==> config.mk <==
export PLATFORM = sky130hd
export DESIGN_NAME = linear_to_tiled_address_generator_flat
export DESIGN_NICKNAME = d
export VERILOG_FILES = /design/src/sv/ltag_pkg.sv /design/src/sv/ltag_ifs.sv /design/src/sv/linear_to_tiled_address_generator.sv /design/src/flat_wrapper.sv
export SDC_FILE = /design/constraint.sdc
export NUM_CORES = 1
export LEC_CHECK = 0
export BUFFER_PORTS_ARGS = -buffer_cell sky130_fd_sc_hd__buf_4
export CELL_PAD_IN_SITES_DETAIL_PLACEMENT = 1
export CELL_PAD_IN_SITES_GLOBAL_PLACEMENT = 1
export CORE_MARGIN = 1.5
export CORE_UTILIZATION = 35
export CTS_BUF_LIST = sky130_fd_sc_hd__clkbuf_16
export DETAILED_ROUTE_END_ITERATION = 10
export GPL_TIMING_DRIVEN = 0
export PLACE_DENSITY = 0.71
export SYNTH_ARGS = -nofsm -noshare
export SYNTH_HDL_FRONTEND = slang
export SYNTH_SLANG_ARGS = --single-unit
==> constraint.sdc <==
create_clock -name clk -period 10.21 [get_ports clk]
set_input_delay 2.042 -clock clk [delete_from_list [all_inputs] [get_ports clk]]
set_output_delay 2.042 -clock clk [all_outputs]
set_load 0.05 [all_outputs]
==> src/sv/ltag_pkg.sv <==
// Shared types and constants for the linear-to-tiled address generator.
// Depends on nothing; the interfaces and the top level import it.
package ltag_pkg;

    // Fixed field widths of the channels
    localparam int SRC_W      = 27;
    localparam int OUT_W      = 24;
    localparam int COUNT_W    = 20;
    localparam int STRIDE_W   = 16;
    localparam int DIM_W      = 7;
    localparam int CFG_ADDR_W = 2;
    localparam int CFG_DATA_W = 16;

    // Configuration register map
    typedef enum logic [CFG_ADDR_W-1:0] {
        REG_WIDTH  = 2'd0,
        REG_HEIGHT = 2'd1,
        REG_STRIDE = 2'd2
    } cfg_reg_t;

    // Sub-tile slot within a tile and its placement: bit 0 right half, bit 1 bottom half
    typedef logic [1:0] subtile_t;
    typedef logic [1:0] place_t;

    localparam subtile_t SUB_LAST = 2'd3;

    localparam place_t PLACE_TL = 2'd0;
    localparam place_t PLACE_TR = 2'd1;
    localparam place_t PLACE_BL = 2'd2;
    localparam place_t PLACE_BR = 2'd3;

    // Map the sub-tile slot to its placement; odd tile rows take the diagonally opposite placement
    function automatic place_t place_lookup(input logic odd, input subtile_t slot);
        place_t p;
        p = PLACE_TL;
        case (slot)
            2'd0: p = odd ? PLACE_BR : PLACE_TL;
            2'd1: p = odd ? PLACE_TR : PLACE_BL;
            2'd2: p = odd ? PLACE_TL : PLACE_BR;
            2'd3: p = odd ? PLACE_BL : PLACE_TR;
            default: p = PLACE_TL;
        endcase
        return p;
    endfunction

endpackage

==> src/sv/ltag_ifs.sv <==
// Valid/ready channel interfaces of the linear-to-tiled address generator.
// Depends on ltag_pkg for the field widths.

// Request channel: one transfer asks for the next chunk address
interface ltag_req_if import ltag_pkg::*; ();
    logic valid;
    logic ready;
    logic restart;

    modport source (output valid, output restart, input ready);
    modport sink   (input valid, input restart, output ready);
endinterface

// Response channel: one transfer carries one chunk address pair
interface ltag_rsp_if import ltag_pkg::*; ();
    logic             valid;
    logic             ready;
    logic [SRC_W-1:0] src_offset;
    logic [OUT_W-1:0] out_offset;
    logic             last_chunk;

    modport source (output valid, output src_offset, output out_offset,
                    output last_chunk, input ready);
    modport sink   (input valid, input src_offset, input out_offset,
                    input last_chunk, output ready);
endinterface

// Configuration write channel
interface ltag_cfg_if import ltag_pkg::*; ();
    logic                  valid;
    logic                  ready;
    logic [CFG_ADDR_W-1:0] addr;
    logic [CFG_DATA_W-1:0] data;

    modport source (output valid, output addr, output data, input ready);
    modport sink   (input valid, input addr, input data, output ready);
endinterface

==> src/sv/linear_to_tiled_address_generator.sv <==
// Top level of the linear-to-tiled address generator: position counters,
// address pipeline and configuration registers. Depends on ltag_pkg and ltag_ifs.
//
// Each request transfer yields one response transfer with the linear source
// offset and the tiled destination offset of the next 16-byte chunk in
// T-format order; restart=1 goes back to the first chunk, and the chunk after
// the last one wraps to the first. One chunk per clock is sustained while
// rsp.ready stays high: the position counters advance once per transfer, and
// the address arithmetic runs in two registered stages (placement sums, then
// the row-times-stride multiply): a request passes the first-stage register,
// then the output register, before its response appears. The configuration
// port is always ready; write it only while no request is in flight.
module linear_to_tiled_address_generator import ltag_pkg::*; #(
    parameter int MICRO_ROW_BYTES   = 16,
    parameter int MICRO_ROWS        = 4,
    parameter int SUBTILE_ROWS      = 16,
    parameter int SUBTILE_ROW_BYTES = 64,
    parameter int MAX_TILES         = 64
) (
    input  logic              clk,
    input  logic              rst_n,
    ltag_req_if.sink          req,
    ltag_rsp_if.source        rsp,
    ltag_cfg_if.sink          cfg
);

    localparam int MPR_RAW = SUBTILE_ROW_BYTES / MICRO_ROW_BYTES;
    localparam int MPR     = (MPR_RAW > 0) ? MPR_RAW : 1;
    localparam int MHN     = SUBTILE_ROWS / MICRO_ROWS;
    // A sub-tile is MHN * MPR chunks, walked micro row first, then micro column
    localparam int CPS     = MHN * MPR;
    localparam int T_LAST  = (CPS - 1) % MICRO_ROWS;
    localparam int MW_LAST = ((CPS - 1) / MICRO_ROWS) % MPR;
    localparam int MH_LAST = (CPS - 1) / (MICRO_ROWS * MPR);
    localparam int TWB     = 2 * SUBTILE_ROW_BYTES;
    localparam int TR      = 2 * SUBTILE_ROWS;
    localparam int CW      = $clog2(MAX_TILES + 1);
    localparam int CLW     = (CW > DIM_W) ? CW : DIM_W;
    localparam int TW      = $clog2(MICRO_ROWS);
    localparam int MWW     = (MPR > 1) ? $clog2(MPR) : 1;
    localparam int MHW     = (MH_LAST > 0) ? $clog2(MH_LAST + 1) : 1;
    localparam int RW      = $clog2(TR);

    // Configuration registers
    logic [DIM_W-1:0]    width_reg;
    logic [DIM_W-1:0]    height_reg;
    logic [STRIDE_W-1:0] stride_reg;

    // Position of the next chunk
    logic [CW-1:0]      tile_row_reg,  tile_row_next;
    logic [CW-1:0]      tile_step_reg, tile_step_next;
    subtile_t           sub_reg,       sub_next;
    logic [TW-1:0]      t_reg,         t_next;
    logic [MWW-1:0]     mw_reg,        mw_next;
    logic [MHW-1:0]     mh_reg,        mh_next;
    logic [SRC_W-1:0]   row_base_reg,  row_base_next;
    logic [COUNT_W-1:0] count_reg,     count_next;

    // First pipeline stage
    logic               s1_valid_reg, s1_valid_next;
    logic [SRC_W-1:0]   s1_lin_reg;
    logic [RW-1:0]      s1_rowoff_reg;
    logic [COUNT_W-1:0] s1_count_reg;
    logic               s1_last_reg;

    // Output stage
    logic               out_valid_reg, out_valid_next;
    logic [SRC_W-1:0]   out_src_reg;
    logic [OUT_W-1:0]   out_off_reg;
    logic               out_last_reg;

    // Handshake
    logic s2_adv, s1_adv, acc;

    // Current chunk after an optional clear
    logic [CW-1:0]      w, h;
    logic               clr;
    logic [CW-1:0]      cur_row, cur_step, col;
    subtile_t           cur_sub;
    logic [TW-1:0]      cur_t;
    logic [MWW-1:0]     cur_mw;
    logic [MHW-1:0]     cur_mh;
    logic [SRC_W-1:0]   cur_base;
    logic [COUNT_W-1:0] cur_count;
    logic               odd, cur_last, sub_end;
    place_t             place;
    logic [SRC_W-1:0]   lin;
    logic [RW-1:0]      rowoff;

    // Force a tile count into 1..MAX_TILES
    function automatic logic [CW-1:0] clamp_dim(input logic [DIM_W-1:0] v);
        logic [CLW-1:0] vx;
        vx = CLW'(v);
        if (v == '0)
            return CW'(1);
        else if (vx > CLW'(MAX_TILES))
            return CW'(MAX_TILES);
        else
            return CW'(vx);
    endfunction

    // Stall chain: the output register frees stage one, stage one frees the request side
    assign s2_adv    = !out_valid_reg || rsp.ready;
    assign s1_adv    = !s1_valid_reg || s2_adv;
    assign req.ready = s1_adv;
    assign acc       = req.valid && s1_adv;
    assign cfg.ready = 1'b1;

    assign s1_valid_next  = s1_adv ? acc : s1_valid_reg;
    assign out_valid_next = s2_adv ? s1_valid_reg : out_valid_reg;

    // Pick the current chunk, starting over on restart or when outside the image
    always_comb
    begin
        w   = clamp_dim(width_reg);
        h   = clamp_dim(height_reg);
        clr = req.restart || (tile_row_reg >= h) || (tile_step_reg >= w);

        cur_row   = clr ? '0 : tile_row_reg;
        cur_step  = clr ? '0 : tile_step_reg;
        cur_sub   = clr ? '0 : sub_reg;
        cur_t     = clr ? '0 : t_reg;
        cur_mw    = clr ? '0 : mw_reg;
        cur_mh    = clr ? '0 : mh_reg;
        cur_base  = clr ? '0 : row_base_reg;
        cur_count = clr ? '0 : count_reg;

        odd   = cur_row[0];
        col   = odd ? (w - CW'(1) - cur_step) : cur_step;
        place = place_lookup(odd, cur_sub);

        lin = cur_base + SRC_W'(col * TWB)
            + (place[0] ? SRC_W'(SUBTILE_ROW_BYTES) : '0)
            + SRC_W'(cur_mw * MICRO_ROW_BYTES);
        rowoff = (place[1] ? RW'(SUBTILE_ROWS) : '0)
               + RW'(cur_mh * MICRO_ROWS) + RW'(cur_t);

        sub_end  = (cur_t == TW'(T_LAST)) && (cur_mw == MWW'(MW_LAST))
                && (cur_mh == MHW'(MH_LAST));
        cur_last = (cur_row == h - CW'(1)) && (cur_step == w - CW'(1))
                && (cur_sub == SUB_LAST) && sub_end;
    end

    // Advance the position: micro row, micro column, micro row group, sub-tile, tile, tile row
    always_comb
    begin
        tile_row_next  = cur_row;
        tile_step_next = cur_step;
        sub_next       = cur_sub;
        t_next         = cur_t;
        mw_next        = cur_mw;
        mh_next        = cur_mh;
        row_base_next  = cur_base;
        count_next     = cur_count + COUNT_W'(1);
        if (cur_last)
        begin
            tile_row_next  = '0;
            tile_step_next = '0;
            sub_next       = '0;
            t_next         = '0;
            mw_next        = '0;
            mh_next        = '0;
            row_base_next  = '0;
            count_next     = '0;
        end
        else if (!sub_end)
        begin
            if (cur_t != TW'(MICRO_ROWS - 1))
                t_next = cur_t + TW'(1);
            else
            begin
                t_next = '0;
                if (cur_mw != MWW'(MPR - 1))
                    mw_next = cur_mw + MWW'(1);
                else
                begin
                    mw_next = '0;
                    mh_next = cur_mh + MHW'(1);
                end
            end
        end
        else
        begin
            // Sub-tile done: move to the next sub-tile, tile or tile row
            t_next  = '0;
            mw_next = '0;
            mh_next = '0;
            if (cur_sub != SUB_LAST)
                sub_next = cur_sub + subtile_t'(1);
            else
            begin
                sub_next = '0;
                if (cur_step != w - CW'(1))
                    tile_step_next = cur_step + CW'(1);
                else
                begin
                    tile_step_next = '0;
                    tile_row_next  = cur_row + CW'(1);
                    row_base_next  = cur_base + SRC_W'(stride_reg * TR);
                end
            end
        end
    end

    // Hold control state, configuration and position
    always_ff @(posedge clk or negedge rst_n)
    begin
        if (!rst_n)
        begin
            width_reg     <= DIM_W'(1);
            height_reg    <= DIM_W'(1);
            stride_reg    <= STRIDE_W'(128);
            tile_row_reg  <= '0;
            tile_step_reg <= '0;
            sub_reg       <= '0;
            t_reg         <= '0;
            mw_reg        <= '0;
            mh_reg        <= '0;
            row_base_reg  <= '0;
            count_reg     <= '0;
            s1_valid_reg  <= 1'b0;
            out_valid_reg <= 1'b0;
        end
        else
        begin
            s1_valid_reg  <= s1_valid_next;
            out_valid_reg <= out_valid_next;
            if (cfg.valid)
            begin
                case (cfg_reg_t'(cfg.addr))
                    REG_WIDTH:  width_reg  <= cfg.data[DIM_W-1:0];
                    REG_HEIGHT: height_reg <= cfg.data[DIM_W-1:0];
                    REG_STRIDE: stride_reg <= cfg.data[STRIDE_W-1:0];
                    default: ;
                endcase
            end
            if (acc)
            begin
                tile_row_reg  <= tile_row_next;
                tile_step_reg <= tile_step_next;
                sub_reg       <= sub_next;
                t_reg         <= t_next;
                mw_reg        <= mw_next;
                mh_reg        <= mh_next;
                row_base_reg  <= row_base_next;
                count_reg     <= count_next;
            end
        end
    end

    // Load the pipeline payload when each stage advances
    always_ff @(posedge clk)
    begin
        if (s1_adv)
        begin
            s1_lin_reg    <= lin;
            s1_rowoff_reg <= rowoff;
            s1_count_reg  <= cur_count;
            s1_last_reg   <= cur_last;
        end
        if (s2_adv)
        begin
            out_src_reg  <= s1_lin_reg + SRC_W'(SRC_W'(s1_rowoff_reg) * SRC_W'(stride_reg));
            out_off_reg  <= OUT_W'(s1_count_reg * MICRO_ROW_BYTES);
            out_last_reg <= s1_last_reg;
        end
    end

    assign rsp.valid      = out_valid_reg;
    assign rsp.src_offset = out_src_reg;
    assign rsp.out_offset = out_off_reg;
    assign rsp.last_chunk = out_last_reg;

    // Wrap to the first chunk after the last one
    a_wrap_after_last: assert property (@(posedge clk) disable iff (!rst_n)
        acc && cur_last |=> tile_row_reg == '0 && tile_step_reg == '0 && count_reg == '0
                            && row_base_reg == '0)
        else $error("position not cleared after last chunk");

    // Destination count steps by one for every chunk that is not the last
    a_count_step: assert property (@(posedge clk) disable iff (!rst_n)
        acc && !cur_last |=> count_reg == $past(cur_count + COUNT_W'(1)))
        else $error("destination count did not advance by one");

    // A stalled first stage keeps its item
    a_s1_hold: assert property (@(posedge clk) disable iff (!rst_n)
        s1_valid_reg && !s2_adv |=> s1_valid_reg && $stable(s1_lin_reg)
                                    && $stable(s1_count_reg))
        else $error("first stage lost its item while stalled");

    // Micro-tile counters stay inside a sub-tile
    a_micro_range: assert property (@(posedge clk) disable iff (!rst_n)
        mw_reg <= MWW'(MPR - 1) && mh_reg <= MHW'(MH_LAST))
        else $error("micro-tile counter out of range");

endmodule

==> src/flat_wrapper.sv <==
// flat-port wrapper written by rule: the top's interface ports become plain ports
module linear_to_tiled_address_generator_flat import ltag_pkg::*;
#(
    parameter int MICRO_ROW_BYTES   = 16,
    parameter int MICRO_ROWS        = 4,
    parameter int SUBTILE_ROWS      = 16,
    parameter int SUBTILE_ROW_BYTES = 64,
    parameter int MAX_TILES         = 64
)
  (clk, rst_n, req_valid, req_restart, req_ready, rsp_valid, rsp_src_offset, rsp_out_offset, rsp_last_chunk, rsp_ready, cfg_valid, cfg_addr, cfg_data, cfg_ready);
  ltag_req_if req_i ();
  ltag_rsp_if rsp_i ();
  ltag_cfg_if cfg_i ();
  input  logic clk;
  input  logic rst_n;
  input wire logic [$bits(req_i.valid)-1:0] req_valid;
  input wire logic [$bits(req_i.restart)-1:0] req_restart;
  output wire logic [$bits(req_i.ready)-1:0] req_ready;
  output wire logic [$bits(rsp_i.valid)-1:0] rsp_valid;
  output wire logic [$bits(rsp_i.src_offset)-1:0] rsp_src_offset;
  output wire logic [$bits(rsp_i.out_offset)-1:0] rsp_out_offset;
  output wire logic [$bits(rsp_i.last_chunk)-1:0] rsp_last_chunk;
  input wire logic [$bits(rsp_i.ready)-1:0] rsp_ready;
  input wire logic [$bits(cfg_i.valid)-1:0] cfg_valid;
  input wire logic [$bits(cfg_i.addr)-1:0] cfg_addr;
  input wire logic [$bits(cfg_i.data)-1:0] cfg_data;
  output wire logic [$bits(cfg_i.ready)-1:0] cfg_ready;
  assign req_i.valid = req_valid;
  assign req_i.restart = req_restart;
  assign req_ready = req_i.ready;
  assign rsp_valid = rsp_i.valid;
  assign rsp_src_offset = rsp_i.src_offset;
  assign rsp_out_offset = rsp_i.out_offset;
  assign rsp_last_chunk = rsp_i.last_chunk;
  assign rsp_i.ready = rsp_ready;
  assign cfg_i.valid = cfg_valid;
  assign cfg_i.addr = cfg_addr;
  assign cfg_i.data = cfg_data;
  assign cfg_ready = cfg_i.ready;
  linear_to_tiled_address_generator #(.MICRO_ROW_BYTES(MICRO_ROW_BYTES), .MICRO_ROWS(MICRO_ROWS), .SUBTILE_ROWS(SUBTILE_ROWS), .SUBTILE_ROW_BYTES(SUBTILE_ROW_BYTES), .MAX_TILES(MAX_TILES)) u_core (.clk(clk), .rst_n(rst_n), .req(req_i), .rsp(rsp_i), .cfg(cfg_i));
endmodule
==> results.yml <==
run_status:
  status: "finished clean"
die:
  dieArea_um2: 40000
  dieHeight_um: 200
  num_rows: 71
  ios: 79
  die_w_um: 200
  core_um2: 37900
  start_util: 0.358
placement:
  io_buffers: 73
  place_hpwl_mm: 29.6
  place_congestion: 0.872
  dp_cells: 1946
clocking:
  postCtsSetupBuffers: 0
  htree_levels: 4
  postCtsHoldBufs: 0
  insertion_delay_ns: 0.46
  cts_tree: "done"
  cts_resized: 0
  clk_path_buf_depth: 2
  cts-buffers-inserted: 17
  clock-sinks: 200
  clk_pin_slew_ns: 0.08
  clockRootBuffer: "clkbuf_16"
yosys:
  synth.largest_area_cell: "edfxtp_1"
  yosysSeqAreaShare: 0.406
  yosys_warnings: 0
  syn_inst: 1355
  ys_top_cells_by_count: "102 x ha_1, 101 x nand2_1, 100 x edfxtp_1, 97 x dfrtp_1, 88 x inv_1"
  synth_edf_count: 100
  synth_most_common_cell: "ha_1"
  syn_area_um2: 13600
  syn_avg_cell_area_um2: 10.0
  ys_types: 69
  synth.area.top_cells: "edfxtp_1 22%, dfrtp_1 18%, ha_1 9.4%, fa_1 7.1%, and2_1 3.2%"
  async_flop_share: 0.500
  synthFlopType: "edfxtp_1"
  synth.top_cell.area_share: 0.221
  ys_ff_latch: 200
worst_setup_path:
  critPathRequiredTime_ns: 10.47
  start_kind: "flop"
  worst_setup_path_end_kind: "flop"
  cpMostUsedCell: "nor2_1"
  cp.arrival_ns: 9.49
  cp_max_fo: 10
  cp_slowest_cell: "buf_1"
  slowest_delay_ns: 0.69
  crit_type: "reg2reg"
timing:
  fin_crit_ns: 9.23
  slew_headroom: 0.183
  worstMarginPinSlew_ns: 1.23
  rsz0062_at_grt: "false"
  fmax_mhz: 108
  setup_viol: 0
  setup_tns_ns: 0
  holdWs_ns: 0.424
  fin_crit_sh: 0.904
  drv_slew: 0
  hold_viol: 0
  fin_skew_ns: 0.0190
route:
  vias: 10742
  routed_wl_mm: 38.6
  ant_nets: 0
  viasPerCell: 5.43
  drt_iter0_drc: 592
  first_pass_iters: 5
  wl_per_cell_um: 19.5
  drc_errors: 0
global_routing:
  grt.total_usage: 0.201
  grt_start_max_net_pins: 101
  antenna_found_initial: 0
  grt_pass1_wl_mm: 61.5
  grt_remaining_overflow: 0
  first_global_vias: 11397
final_layout:
  fin_cells: 1979
  synthToLayoutAreaGrowth_pct: 14.2
  final.fill_count: 4270
  fin_nets: 1629
  final_util: 0.409
  drive_gt1_frac: 0.113
  n_antenna_cell: 0
power_and_ir_drop:
  p_leak_nw: 6.88
  power.density_nw_per_um2: 196
  p_total_mw: 3.04
  max-vdd-ir-drop_uv: 104
flow_run:
  cap_violations: 0
min_path:
  hp-class: "reg2reg"
==> logic make-up after synthesis <==
group | Yosys count | synth area share
xor+xnor | 59 | 0.0381
other cells | 2 | 0.000553
fa+ha+maj | 150 | 0.165
buf+inv | 147 | 0.0430
compound gates | 243 | 0.114
mux | 49 | 0.0388
flops | 200 | 0.406
simple gates | 505 | 0.195
==> path summary, 6_finish.rpt <==
kind                                              start                   endpoint  slack [ns]  depth (start not counted)
worst max-delay path                u_core.width_reg[1]      u_core.s1_lin_reg[25]        0.98                         32
worst min-delay path            u_core.s1_count_reg[17]  u_core.rsp.out_offset[21]        0.42                          0
worst max register to register      u_core.width_reg[1]      u_core.s1_lin_reg[25]        0.98                         32
worst min register to register  u_core.s1_count_reg[17]  u_core.rsp.out_offset[21]        0.42                          0
min in group asynchronous                         rst_n        u_core.s1_valid_reg        1.41                          1
max in group asynchronous                         rst_n        u_core.width_reg[0]        8.04                          2
==> cell type report <==
type	count	area [um2]	area share
sequential	200	5510	0.355
buffer	57	245	0.0158
clock buffer	17	425	0.0274
clock inverter	15	176	0.0114
multi-input combinational	1011	7500	0.484
timing repair buffer	78	669	0.0432
tap	511	639	0.0413
inverter	90	338	0.0218
==> cells in the final DEF, fill, tap and decap left out, types with 20 or more instances in the layout <==
cell type and instances:
xnor2_1 35, mux2_2 29, nor2_1 81, and3_1 55
dfrtp_1 97, nand3_1 62, fa_1 48, o21ai_0 71
inv_1 88, edfxtp_1 100, nand2_1 101, clkbuf_1 34
and2_1 69, a21oi_1 59, ha_1 102, nor3_1 34
nand4_1 32, mux2i_1 20, xor2_1 24, buf_4 77
==> critical path, delay by kind of cell, from the launching register on <==
kind                       cells  cell delay [ns]
and+or+nand+nor               15             2.88
buffers and inverters          5             2.53
AOI/OAI and AO/OA              6             1.42
adders and majority gates      4             1.20
DFF                            1             0.40
xor gates and xnor gates       1             0.30
muxes                          1             0.28
==> power by group <==
part / switching, mW / internal (mW) / total, mW
clock: 0.361 / 0.330 / 0.691
combinational: 0.802 / 0.459 / 1.26
sequential: 0.0901 / 0.999 / 1.09
==> stage by stage <==
step | area, um2 | setup slack (ns)
3_5_place_dp | 14900 | 1.01
6_report | 15500 | 0.976
4_1_cts | 15500 | 0.977
5_1_grt | 15500 | 0.341
3_3_place_gp | 14800 | 1.25
2_1_floorplan | 13600 | 3.45
==> metal layers <==
layer | vias to the layer above | wire length [um] | GRT usage
li1 | 5062 | - | -
met1 | 5455 | 17200 | 0.250
met2 | 185 | 19400 | 0.355
met3 | 40 | 982 | 0.0212
met4 | 0 | 1050 | 0.0805
met5 | - | 0 | 0
No activity file was read; power rests on OpenSTA's default activity.
